==> src/sv/srfa_pkg.sv <==
// ---------------------------------------------------------------------------
// srfa_pkg
// Shared types and constants of the scan repulsive force accumulator.
// ---------------------------------------------------------------------------
`default_nettype none

package srfa_pkg;

  localparam int InWordW  = 48;   // 44 bits of fields, byte padded
  localparam int OutWordW = 136;  // 132 bits of fields, byte padded

  localparam logic [15:0] ViewReset = 16'd2200;
  localparam logic [15:0] GainReset = 16'd2000;
  localparam logic [15:0] StepReset = 16'd182;

  // 1e9/2^9 and 5e5/2^5 scale factors of the force and potential numerators
  localparam logic [20:0] ForceScale = 21'd1953125;
  localparam logic [20:0] PotScale   = 21'd15625;

  localparam logic [31:0] CordicX0   = 32'd652032874;
  localparam logic [15:0] QuarterOff = 16'hC000;  // -90 deg

  localparam logic [3:0]  MulLast = 4'd10;
  localparam logic [6:0]  DivLast = 7'd74;        // 75 dividend bits
  localparam logic [3:0]  CordicLast = 4'd15;

  localparam logic [40:0] Cap40 = 41'h100_0000_0000;

  localparam logic [21:0] AtanTab [16] = '{
    22'd2097152, 22'd1238021, 22'd654136, 22'd332050,
    22'd166669,  22'd83416,   22'd41718,  22'd20860,
    22'd10430,   22'd5215,    22'd2608,   22'd1304,
    22'd652,     22'd326,     22'd163,    22'd81
  };

  typedef enum logic [1:0] {
    CFG_VIEW = 2'd0,
    CFG_GAIN = 2'd1,
    CFG_STEP = 2'd2
  } cfg_idx_e;

  typedef struct packed {
    logic [15:0] view;
    logic [15:0] gain;
    logic [15:0] step;
  } cfg_t;

  typedef struct packed {
    logic        clr;
    logic        cls;
    logic        emit;
    logic [15:0] near_range;
    logic [11:0] near_ray;
    logic [15:0] heading;
  } cmd_t;

  typedef enum logic [2:0] {
    B_IDLE,
    B_MUL,
    B_DIV,
    B_CORDIC,
    B_FX,
    B_FY,
    B_ACC,
    B_EMIT
  } back_state_e;

endpackage

`default_nettype wire

==> src/sv/srfa_cmd_fifo.sv <==
// ---------------------------------------------------------------------------
// srfa_cmd_fifo
// Short command queue between the ray front end and the force back end.
// ---------------------------------------------------------------------------
`default_nettype none

module srfa_cmd_fifo #(
  parameter int Depth = 2
) (
  input  wire logic            clk_i,
  input  wire logic            rst_ni,
  input  wire logic            push_i,
  input  wire srfa_pkg::cmd_t  data_i,
  output logic                 full_o,
  input  wire logic            pop_i,
  output srfa_pkg::cmd_t       data_o,
  output logic                 empty_o
);
  import srfa_pkg::*;

  localparam int PtrW = (Depth > 1) ? $clog2(Depth) : 1;
  localparam int CntW = $clog2(Depth + 1);
  localparam logic [PtrW-1:0] PtrLast = PtrW'(Depth - 1);
  localparam logic [CntW-1:0] CntFull = CntW'(Depth);

  cmd_t            mem_q [Depth];
  logic [PtrW-1:0] wr_q, rd_q;
  logic [CntW-1:0] cnt_q;
  logic            do_push, do_pop;

  assign full_o  = (cnt_q == CntFull);
  assign empty_o = (cnt_q == '0);
  assign do_push = push_i && !full_o;
  assign do_pop  = pop_i && !empty_o;
  assign data_o  = mem_q[rd_q];

  always_ff @(posedge clk_i or negedge rst_ni) begin
    if (!rst_ni) begin
      wr_q  <= '0;
      rd_q  <= '0;
      cnt_q <= '0;
    end else begin
      if (do_push) begin
        wr_q <= (wr_q == PtrLast) ? '0 : wr_q + 1'b1;
      end
      if (do_pop) begin
        rd_q <= (rd_q == PtrLast) ? '0 : rd_q + 1'b1;
      end
      if (do_push && !do_pop) begin
        cnt_q <= cnt_q + 1'b1;
      end else if (do_pop && !do_push) begin
        cnt_q <= cnt_q - 1'b1;
      end
    end
  end

  always_ff @(posedge clk_i) begin
    if (do_push) begin
      mem_q[wr_q] <= data_i;
    end
  end

endmodule

`default_nettype wire

==> config.mk <==
export PLATFORM = sky130hd
export DESIGN_NAME = srfa_cmd_fifo
export DESIGN_NICKNAME = d
export VERILOG_FILES = /design/src/sv/srfa_pkg.sv /design/src/sv/srfa_cmd_fifo.sv
export SDC_FILE = /design/constraint.sdc
export NUM_CORES = 1
export LEC_CHECK = 0
export BUFFER_PORTS_ARGS = -buffer_cell sky130_fd_sc_hd__buf_2
export CELL_PAD_IN_SITES_DETAIL_PLACEMENT = 1
export CELL_PAD_IN_SITES_GLOBAL_PLACEMENT = 1
export CORE_ASPECT_RATIO = 1.4
export CORE_MARGIN = 2
export CORE_UTILIZATION = 38
export CTS_CLUSTER_SIZE = 30
export DETAILED_ROUTE_END_ITERATION = 7
export PLACE_DENSITY = 0.7
export SYNTH_ARGS = -nofsm -noshare
export SYNTH_HDL_FRONTEND = slang
export SYNTH_SLANG_ARGS = --single-unit
export TNS_END_PERCENT = 5
==> constraint.sdc <==
create_clock -name clk_i -period 6.3 [get_ports clk_i]
set_input_delay 1.26 -clock clk_i [delete_from_list [all_inputs] [get_ports clk_i]]
set_output_delay 1.26 -clock clk_i [all_outputs]
set_load 0.02 [all_outputs]
Yosys cells after proc, flatten, opt, wreduce, memory -nomap -nowiden
Memories as Yosys holds them, arrays and structs flattened.
Cells that the tools add are included.
Word-level totals
  flip-flop bits (word level): 4
  bits in writable memories: 94
  input bits: 51
  output and inout bits: 49
  word-level logic and storage cells: 25
  memories: 1
Operators by class
  $add $sub $neg: 4
  eq/ne operators: 1
  multiplexer cells: 6
  reductions and logical operators: 10
Memory list
  mem_q: words 2, width 47, rd ports 1, clocked after memory_dff 0, write ports 1, line srfa_cmd_fifo.sv:26  | cmd_t mem_q [Depth];
Operators by type and width (count)
  logical AND 1 bit: 4
  zero test 1 bit: 4
  two-way mux 1 bit: 4
  two-way mux 2 bit: 2
  adder 1 bit, second input constant: 2
  adder 2 x 1 -> 2 bit, second input constant: 1
  == test 2 bit, second input constant: 1
  zero test 2 bit: 1
  nonzero test 2 bit: 1
  subtractor 2 x 1 -> 2 bit, second input constant: 1

Logic depth before layout (Yosys ltp)
  depth in word-level cells: 7
  mapped depth: 7

Least setup slack after synthesis
Ideal clock, no wire load.
  path type: input-to-reg
  start point: input push_i
  end point: memory mem_q[0][0] (netlist name) (enable)
  arrival: 3323 ps
  data required time: 5848 ps
  path slack: 2526 ps
  stages on the path: 2
  path buffers: 0
  path through: nand2_1 -> nor2_1
On the way
  cells in the longest elaborated chain, start to end: 3
Ends and longest elaborated chain
  start, declared: line srfa_cmd_fifo.sv:12  | input wire logic push_i,
  logical AND 1 bit: line srfa_cmd_fifo.sv:33  | assign do_push = push_i && !full_o;
  two-way mux 1 bit: line srfa_cmd_fifo.sv:58  | if (do_push) begin
  two-way mux 1 bit (not written as such): line srfa_cmd_fifo.sv:59  | mem_q[wr_q] <= data_i;
  end, declared: line srfa_cmd_fifo.sv:26
Every way passes these cells.

==> flow_metrics.tcl <==
set metrics [dict create \
    reg2reg_from "cnt_q[0]" \
    power_leakage_nw 1.81 \
    cp_top_family "buffers and inverters" \
    p_per_area_nw_per_um2 501 \
    tightest_slew_ns 1.15 \
    io-pin-count 100 \
    arrival_ns 1.89 \
    synth_top_cell_by_area "edfxtp_1" \
    fp.dieArea_sq_um 10500 \
    pre_cts_ws_ns 3.42 \
    finClkSkew_ns 0.00654 \
    first_pass_iters 4 \
    portBuffers 99 \
    clock_latency_ns 0.33 \
    drv_cap 0 \
    yosysWarnings 0 \
    wl_per_cell_um 16.7 \
    cts_max_path_buffers 2 \
    die_h_um 120 \
    fin_ws_ns 3.15 \
    die_w_um 87.0 \
    initial_utilization_pct 39.0 \
    worst_path_max_delay_cell "buf_4" \
    clock-root-buffer "clkbuf_16" \
    grt_max_degree 49 \
    antenna_found_initial 0 \
    htreeDepth 3 \
    grt_pass1_vias 1945 \
    synth_edf_count 94 \
    fin_crit_ns 3.15 \
    crit_chain "buf_4 -> mux2_2 -> buf_2" \
    dp_hpwl_mm 4.23 \
    synth.most_common_cell "edfxtp_1" \
    layout-area-overhead-vs-synth_pct 26.2 \
    fmax_mhz 317 \
    track_usage_pct 13.0 \
    holdPathEnd "cnt_q[1]" \
    fill_cells 917 \
    synth_area_per_cell_sq_um 22.2 \
    path_max_fanout 48 \
    r2r_slack_ns 4.20 \
    core_area_sq_um 9410 \
    vias 1826 \
    synth_top_area_share_pct 77.0 \
    criticalPathCategory "flip-flop to output pin" \
    ys.flop_type "edfxtp_1" \
    total_power_mw 2.32 \
    detail-route-antenna-nets 0 \
    route.detailed.drc 0 \
    routed_wirelength_mm 6.48 \
    cts_setup_buffers 0 \
    syn_inst 165 \
    vias_per_cell 4.72 \
    seqCellArea_sq_um 2920 \
    synth_commonest_cells "edfxtp_1 (94), mux2_2 (27), mux2_4 (20)" \
    hold_depth 1 \
    insertedDiodeCount 0 \
    worst-r2r-cell-count 4 \
    ys_ff_latch 98 \
    drive_gt1_share_pct 59.9 \
    finalSetupTns_ns 0 \
    ctsHoldBuffers 0 \
    synth.area.top_cells "edfxtp_1 (77%), mux2_2 (8.3%), mux2_4 (8.2%)" \
    final_max_slew_viol_count 0 \
    place_congestion 0.718 \
    multi_input_area_sq_um 702 \
    post_cts_resize_count 0 \
    worstSetupEndpointType "output pin" \
    grt_overflow_total 0 \
    async_reset_ff_share_pct 4.08 \
    status "finished clean" \
    numCtsBuffers 9 \
    worstPathRequired_ns 5.04 \
    cpPeakStageDelay_ns 0.61 \
    synth_seq_area_share_pct 79.7 \
    r2r_end "mem_q[0][5]" \
    num_rows 42 \
    cts_tree "yes" \
    hold_ws_ns 0.520 \
    syn_nets 217 \
    rsz0062_at_grt "false" \
    grt_pass1_wl_mm 9.66 \
    timing.final.crit_share_pct 50.1 \
    path_buf_inv 2 \
    ir_worst_vdd_mv 0.456 \
    synth_cell_type_count 15 \
    clkSinkCount 98 \
    fin_nets 324 \
    hold_viol 0 \
    min_path_type "flip-flop to flip-flop" \
    drtIter0Drc 76 \
    critPathLaunchType "flip-flop" \
    synth_area_sq_um 3670 \
    finalSetupViolations 0 \
    cts.clk_slew.worst_paths_ns 0.06 \
    hold_path_startpoint "cnt_q[1]" \
    maxSlewHeadroom_pct 23.6 \
]
worst register-to-register path: stages, from the launching register on:
cell      delay [ns]
dfrtp_1         0.43
nand2b_1        0.17
nand2_1         0.15
nor2_4          0.56
buf_4           0.46
layout make-up:
| class | instances | area share, % |
|---|---|---|
| Clock inverter | 5 | 2.22 |
| Clock buffer | 11 | 5.25 |
| Tap cell | 110 | 2.97 |
| Inverter | 2 | 0.162 |
| Sequential cell | 98 | 63.2 |
| Timing Repair Buffer | 101 | 11.0 |
| Multi-Input combinational cell | 60 | 15.2 |
cell families (layout without fill, tap and decap cells):
logic type | after synthesis | after routing | synth area share [%]
AO/OA/AOI/OAI | 1 | 1 | 0.136
XOR/XNOR | 5 | 5 | 1.19
adder cells (fa/ha/maj) | 1 | 1 | 0.341
buffers and inverters | 7 | 119 | 1.40
flip-flops | 98 | 98 | 79.7
multiplexers | 47 | 47 | 16.5
AND/OR/NAND/NOR | 6 | 6 | 0.751
metal layers:
| metal | up-vias | wire (um) | share of wire [%] | GRT usage, % |
|---|---|---|---|---|
| met5 | - | 0 | 0 | 0 |
| met4 | 0 | 174 | 2.7 | 7.81 |
| met3 | 11 | 257 | 4.0 | 3.07 |
| met2 | 55 | 3670 | 57 | 23.8 |
| met1 | 903 | 2380 | 37 | 13.0 |
| li1 | 857 | - | - | - |
flip-flops by register name, indices dropped and copies added, names as in the netlist:
name   cells
wr_q       1
cnt_q      2
mem_q     94
rd_q       1
stage by stage:
stage	utilization, %	instances	cell area, sq um
floorplan	-	165	3670
global placement	45.5	371	4280
detailed placement	45.5	371	4280
CTS	49.2	387	4630
global route	49.2	387	4630
finish	49.2	387	4630
where the power goes:
group	switching [mW]	internal, mW
sequential	0.0420	0.896
clock	0.220	0.398
combinational	0.450	0.314
total	0.712	1.61
cell usage in the layout (no fill, tap or decap), types with 2 or more instances in the layout:
master / synthesis / layout
buf_2: 2 / 99
xnor2_1: 3 / 3
mux2_2: 27 / 27
xor2_1: 2 / 2
inv_1: 2 / 2
dfrtp_1: 4 / 3
bufinv_16: 0 / 3
mux2_4: 20 / 20
clkbuf_16: 0 / 9
edfxtp_1: 94 / 94
nor2_1: 3 / 2
buf_4: 0 / 2
worst max path at each step:
stage	startpoint	endpoint	slack (ns)	depth (start not counted)
final	rd_q	data_o[34]	3.15	3
after global routing	rd_q	data_o[34]	3.05	3
after CTS	rd_q	data_o[34]	3.11	3
after detailed placement	push_i	mem_q[0][26]	3.42	4
after global placement	push_i	mem_q[0][6]	3.46	4
after floorplan	push_i	mem_q[0][0]	2.53	2
(Power assumes the default switching activity.)
