==> src/sv/srfa_pkg.sv <==
// ---------------------------------------------------------------------------
// srfa_pkg
// Shared types and constants of the scan repulsive force accumulator.
// ---------------------------------------------------------------------------
`default_nettype none

package srfa_pkg;

  localparam int InWordW  = 48;   // 44 bits of fields, byte padded
  localparam int OutWordW = 136;  // 132 bits of fields, byte padded

  localparam logic [15:0] ViewReset = 16'd2200;
  localparam logic [15:0] GainReset = 16'd2000;
  localparam logic [15:0] StepReset = 16'd182;

  // 1e9/2^9 and 5e5/2^5 scale factors of the force and potential numerators
  localparam logic [20:0] ForceScale = 21'd1953125;
  localparam logic [20:0] PotScale   = 21'd15625;

  localparam logic [31:0] CordicX0   = 32'd652032874;
  localparam logic [15:0] QuarterOff = 16'hC000;  // -90 deg

  localparam logic [3:0]  MulLast = 4'd10;
  localparam logic [6:0]  DivLast = 7'd74;        // 75 dividend bits
  localparam logic [3:0]  CordicLast = 4'd15;

  localparam logic [40:0] Cap40 = 41'h100_0000_0000;

  localparam logic [21:0] AtanTab [16] = '{
    22'd2097152, 22'd1238021, 22'd654136, 22'd332050,
    22'd166669,  22'd83416,   22'd41718,  22'd20860,
    22'd10430,   22'd5215,    22'd2608,   22'd1304,
    22'd652,     22'd326,     22'd163,    22'd81
  };

  typedef enum logic [1:0] {
    CFG_VIEW = 2'd0,
    CFG_GAIN = 2'd1,
    CFG_STEP = 2'd2
  } cfg_idx_e;

  typedef struct packed {
    logic [15:0] view;
    logic [15:0] gain;
    logic [15:0] step;
  } cfg_t;

  typedef struct packed {
    logic        clr;
    logic        cls;
    logic        emit;
    logic [15:0] near_range;
    logic [11:0] near_ray;
    logic [15:0] heading;
  } cmd_t;

  typedef enum logic [2:0] {
    B_IDLE,
    B_MUL,
    B_DIV,
    B_CORDIC,
    B_FX,
    B_FY,
    B_ACC,
    B_EMIT
  } back_state_e;

endpackage

`default_nettype wire

==> src/sv/srfa_front.sv <==
// ---------------------------------------------------------------------------
// srfa_front
// Takes ray words, tracks the open obstacle and issues clear/close/emit
// commands.
// ---------------------------------------------------------------------------
`default_nettype none

module srfa_front (
  input  wire logic                          clk_i,
  input  wire logic                          rst_ni,
  input  wire srfa_pkg::cfg_t                cfg_i,
  input  wire logic                          s_axis_tvalid,
  output logic                               s_axis_tready,
  input  wire logic [srfa_pkg::InWordW-1:0]  s_axis_tdata,
  input  wire logic [0:0]                    s_axis_tuser,
  input  wire logic                          s_axis_tlast,
  output logic                               push_o,
  output srfa_pkg::cmd_t                     cmd_o,
  input  wire logic                          full_i
);
  import srfa_pkg::*;

  logic        inside_q, inside_d;
  logic [15:0] near_q, near_d;
  logic [11:0] ray_q, ray_d;

  logic [15:0] range, rng_eff, near0;
  logic [11:0] ray, ray0;
  logic        first, last, in0, hit, cls, accept;

  assign range = s_axis_tdata[15:0];
  assign ray   = s_axis_tdata[27:16];
  assign first = s_axis_tuser[0];
  assign last  = s_axis_tlast;

  assign s_axis_tready = !full_i;
  assign accept        = s_axis_tvalid && s_axis_tready;

  always_comb begin
    rng_eff  = (range == 16'd0) ? 16'd1 : range;
    in0      = first ? 1'b0 : inside_q;
    near0    = first ? 16'd0 : near_q;
    ray0     = first ? 12'd0 : ray_q;
    hit      = range < cfg_i.view;
    inside_d = in0;
    near_d   = near0;
    ray_d    = ray0;
    cls      = 1'b0;
    if (hit) begin
      // earliest ray of the minimum wins
      if (!in0 || rng_eff < near0) begin
        near_d = rng_eff;
        ray_d  = ray;
      end
      inside_d = 1'b1;
    end else if (in0) begin
      cls      = 1'b1;
      inside_d = 1'b0;
    end
    if (last && inside_d) begin
      cls      = 1'b1;
      inside_d = 1'b0;
    end
  end

  always_comb begin
    cmd_o.clr        = first;
    cmd_o.cls        = cls;
    cmd_o.emit       = last;
    cmd_o.near_range = near_d;
    cmd_o.near_ray   = ray_d;
    cmd_o.heading    = s_axis_tdata[43:28];
    push_o           = accept && (first || cls || last);
  end

  always_ff @(posedge clk_i or negedge rst_ni) begin
    if (!rst_ni) begin
      inside_q <= 1'b0;
      near_q   <= '0;
      ray_q    <= '0;
    end else if (accept) begin
      inside_q <= inside_d;
      near_q   <= near_d;
      ray_q    <= ray_d;
    end
  end

endmodule

`default_nettype wire

==> config.mk <==
export PLATFORM = sky130hd
export DESIGN_NAME = srfa_front
export DESIGN_NICKNAME = d
export VERILOG_FILES = /design/src/sv/srfa_pkg.sv /design/src/sv/srfa_front.sv
export SDC_FILE = /design/constraint.sdc
export NUM_CORES = 1
export LEC_CHECK = 0
export BUFFER_PORTS_ARGS = -buffer_cell sky130_fd_sc_hd__buf_2
export CORE_AREA = 2 2 89 83
export DETAILED_ROUTE_END_ITERATION = 10
export DIE_AREA = 0 0 91 85
export PLACE_DENSITY_LB_ADDON = 0.1
export SLEW_MARGIN = 5
export SYNTH_ARGS = -nofsm -noshare
export SYNTH_HDL_FRONTEND = slang
export SYNTH_SLANG_ARGS = --single-unit
==> constraint.sdc <==
create_clock -name clk_i -period 5.13 [get_ports clk_i]
set_input_delay 1.026 -clock clk_i [delete_from_list [all_inputs] [get_ports clk_i]]
set_output_delay 1.026 -clock clk_i [all_outputs]
set_load 0.005 [all_outputs]
======== Word-level counts from Yosys, hierarchy flattened ========
Cells that the tools add are included.
operators by class
  multiplexer cells ....................... 13
  reductions and logical operators ........ 9
  order comparisons ....................... 2
operator list
  cell                         number
  16-bit 2-to-1 mux            4
  12-bit 2-to-1 mux            3
  16-bit less-than comparator  2
  16-bit logical NOT           1
  1-bit 2-to-1 mux             6
  1-bit logical AND            3
  1-bit logical OR             3
  1-bit logical NOT            2
storage, ports and cells
  word-level logic and storage cells ...... 27
  input bits .............................. 102
  register bits after elaboration ......... 29
  output and inout bits ................... 49

======== Depth between registers and ports, before layout ========
  depth after elaboration ................. 7
  mapped depth ............................ 13
  mapped depth without buffers ............ 10

======== Worst setup path after synthesis ========
Ideal clock, no wire load.
  kind .................................... input-to-output
  start ................................... in s_axis_tuser
  end ..................................... out cmd_o[28] (netlist name)
  path slack .............................. 594 ps
  path buffers ............................ 2
  data required time ...................... 4104 ps
  stages on the path ...................... 12
  arrival time ............................ 3510 ps
  cell sequence ........................... inv_1 > clkbuf_1 > nand2_1 > ha_1 > o21a_1 > o21a_1 > o311a_1 > o22a_1 > o21a_1 > nor2_2 > buf_2 > mux2i_1
RTL lines
  what                RTL line          source
  start: declaration  srfa_front.sv:15  input wire logic [0:0] s_axis_tuser,
  end: declaration    srfa_front.sv:18  output srfa_pkg::cmd_t cmd_o,

==> reports/qor_table.md <==
| Quantity | Reported |
|---|---|
| Result of the run | finished clean |
| Total wire length after detailed routing | 6360 µm |
| Global placer's final weighted congestion | 0.767 |
| CP max stage cell | o311a_1 |
| Number of buffers inserted to repair setup after CTS | 0 |
| Post-synthesis to final-layout area growth | 17.3% |
| Worst hold slack | 0.482 ns |
| Netlist area before placement | 2450 µm² |
| Critical setup path kind | input pin to output pin |
| Share of synthesized registers carrying an async set or reset | 100% |
| Root buffer cell | clkbuf_8 |
| Crit path DAT | 3.58 ns |
| Clock tree from TritonCTS | done |
| Detailed-router iteration count before antenna repair | 4 |
| Start of the worst register-to-register path | near_q[4] |
| CTS buffer count | 5 |
| Antenna-violating nets left | 0 |
| Maximum VDD drop | 0.121 mV |
| Total Nets Final | 441 |
| Fmax | 217 MHz |
| Leading area contributor after synthesis | dfrtp_1 |
| Starting density of the core | 35.9% |
| Total area of multi-input combinational cells | 1380 µm² |
| Post-synthesis sequential area ratio | 29.6% |
| Synthesized flop and latch total | 29 |
| Placed Instances | 395 |
| Count of routing violations after the opening detailed-route iteration | 38 |
| Antenna violations before repair | 0 |
| Tot Pwr | 844 µW |
| Worst slew margin | 33.5% |
| Power Density | 294 nW/µm² |
| Data required, critical path | 4.10 ns |
| Number of resized instances in the post-cts repair step | 0 |
| Pin count of the biggest net entering global routing | 30 |
| Critical path origin | s_axis_tuser |
| Half-perimeter wire length after detailed placement | 4730 µm |
| Full die area | 7740 µm² |
| Number of enable flip-flop cells after synthesis | 0 |
| Buffer depth of the longest clock path | 2 |
| Maximum single-stage delay on the critical path | 0.28 ns |
| H-tree level count | 2 |
| Max Clock Skew | 0.00502 ns |
| Seq. cell area | 726 µm² |
| Max-Cap Viols | 0 |
| Overall die width | 91 µm |
| Detail-routed net length per standard cell | 15.8 µm |
| Synthesized area per cell | 9.54 µm² |
| Final sum of negative setup slack | 0 ns |
| Fin. Hold Viols | 0 |
| Number of buffer cells added on primary ports | 82 |
| Core region area | 6820 µm² |
| Measured slew at the worst slew-check pin | 0.998 ns |
| Global-route wire length before repair | 10400 µm |
| Distinct cell type count after synthesis | 43 |
| Clock latency reported for the late side of the worst-skew pair | 0.29 ns |
| Diode count | 0 |
| Crit path launch type | input pin |
| Synth area leaders | dfrtp_1 (30%), a22o_1 (19%), ha_1 (15%), buf_4 (5.8%), inv_1 (2.9%) |
| Number of vias in the routed layout | 2096 |
| Number of synthesis warnings | 0 |
| Commonest non-fill, non-tap cells in the layout | buf_2 (82), a22o_1 (52), ha_1 (30) |
| Count of filler cells inserted in the layout | 735 |
| Worst R2R Setup Slack | 2.21 ns |
| Die Ht | 85 µm |
| DRC violations left | 0 |
| Leading cell type in the layout, fill and taps excluded | buf_2 |
| Type of the worst min-delay path | flip-flop to flip-flop |
| Final Instance Count excl. Fillers | 403 |
| Cell-by-cell trace of the critical path | buf_2, inv_1, buf_4, nand2_1, ha_1, o21a_1, o21a_1, o311a_1, o22a_1, o21a_1, nor2_2, buf_4, a22o_1, buf_2 |
| Remaining Overflow, GRT | 0 |
| Number of clock sinks | 29 |
| Number of max-slew violations in the final report | 0 |
| Setup violators final | 0 |
| Post-synth top flop | dfrtp_1 |
| Number of placement rows | 29 |
| Number of global-route vias before repair | 2115 |
| Fraction of synthesized cell area taken by the top area cell type | 29.6% |
| Crit path max fanout | 17 |
| Layout Utilization | 42.1% |
| Setup repair after global routing missed its margin | false |
| Critical path's most frequent cell | o21a_1 |
| Synthesized instance count | 257 |
| Count of hold buffers inserted by post-cts repair | 0 |
| Number of nets in the synthesized netlist | 389 |
| Post-route fraction of the period consumed by the critical path | 89.8% |
| I/O pin total | 151 |
| Capturing element type of the critical path | output pin |
| Fin crit period | 4.61 ns |
| Share of final-layout standard cells stronger than drive strength 1 | 33.5% |
| Critical path endpoint | cmd_o[27] |
| Total routing usage reported by global routing | 16.9% |
| Via density | 5.20 |
| Clock transition at the registers of the reported paths | 0.07 ns |
| Cell leakage power | 0.00153 µW |
| Worst-case reg-to-reg path depth | 9 |
| Capturing point of the worst reg2reg path | ray_q[0] |
-- cell type report --
type	count	share of cell area [%]
multi-input cells	165	48.1
flip-flops and latches	29	25.3
repair buffers	89	16.1
well taps	93	4.05
clock buffers	7	3.00
inverters	19	2.48
clock inverters	1	1.04
-- worst min path at each step --
stage	from	endpoint	slack, ns	cells after the start
detailed placement	near_q[0]	near_q[0]	0.47	1
floorplan	near_q[0]	near_q[0]	0.45	1
global route	near_q[0]	near_q[0]	0.52	1
global placement	near_q[0]	near_q[0]	0.46	1
CTS	near_q[0]	near_q[0]	0.48	1
finish	near_q[0]	near_q[0]	0.48	1
-- Yosys cell counts (2+ instances only) --
cell	instances
a22o_1	52
dfrtp_1	29
o21a_1	4
o21ai_0	4
clkbuf_1	17
nor4_1	5
buf_8	2
nor2b_1	2
o211ai_1	3
inv_1	19
nand2_1	19
and3_1	2
buf_4	19
nor2_1	4
buf_2	5
a211o_1	2
a21oi_1	7
a21o_1	7
nand3_1	2
ha_1	30
-- cells by family (layout without fill, tap and decap cells) --
group,Yosys count,after routing,synth area share (%)
AO/OA/AOI/OAI,93,93,31.6
adder cells (fa/ha/maj),30,30,15.3
buffers and inverters,63,116,14.0
flip-flops,29,29,29.6
multiplexers,2,2,0.868
AND/OR/NAND/NOR,40,40,8.52
-- flip-flops by register name, indices dropped and copies added (netlist names) --
name	count
near_q	16
ray_q	12
inside_q	1
-- routing by layer --
| layer | wire length, µm | global-route usage (%) |
|---|---|---|
| met1 | 3140 | 23.2 |
| met2 | 2790 | 26.7 |
| met3 | 349 | 3.29 |
| met4 | 85 | 5.65 |
| met5 | 0 | 0 |
-- power by group --
part | internal [µW] | switching, µW | total, µW
logic | 147 | 140 | 286
clock network | 158 | 94.8 | 253
registers | 274 | 31.3 | 305
total | 579 | 266 | 844
-- critical path, delay by kind of cell --
| family | cells | cell delay [ns] |
|---|---|---|
| AO/OA/AOI/OAI | 6 | 1.26 |
| buffers and inverters | 5 | 0.84 |
| adder cells (fa/ha/maj) | 1 | 0.26 |
| AND/OR/NAND/NOR | 2 | 0.17 |
-- through the flow --
stage	worst slack, ns	area (µm²)
6_report	0.523	2870
2_1_floorplan	0.594	2450
5_1_grt	0.365	2870
3_5_place_dp	0.509	2760
4_1_cts	0.506	2870
3_3_place_gp	0.503	2760
(Power assumes the default switching activity.)
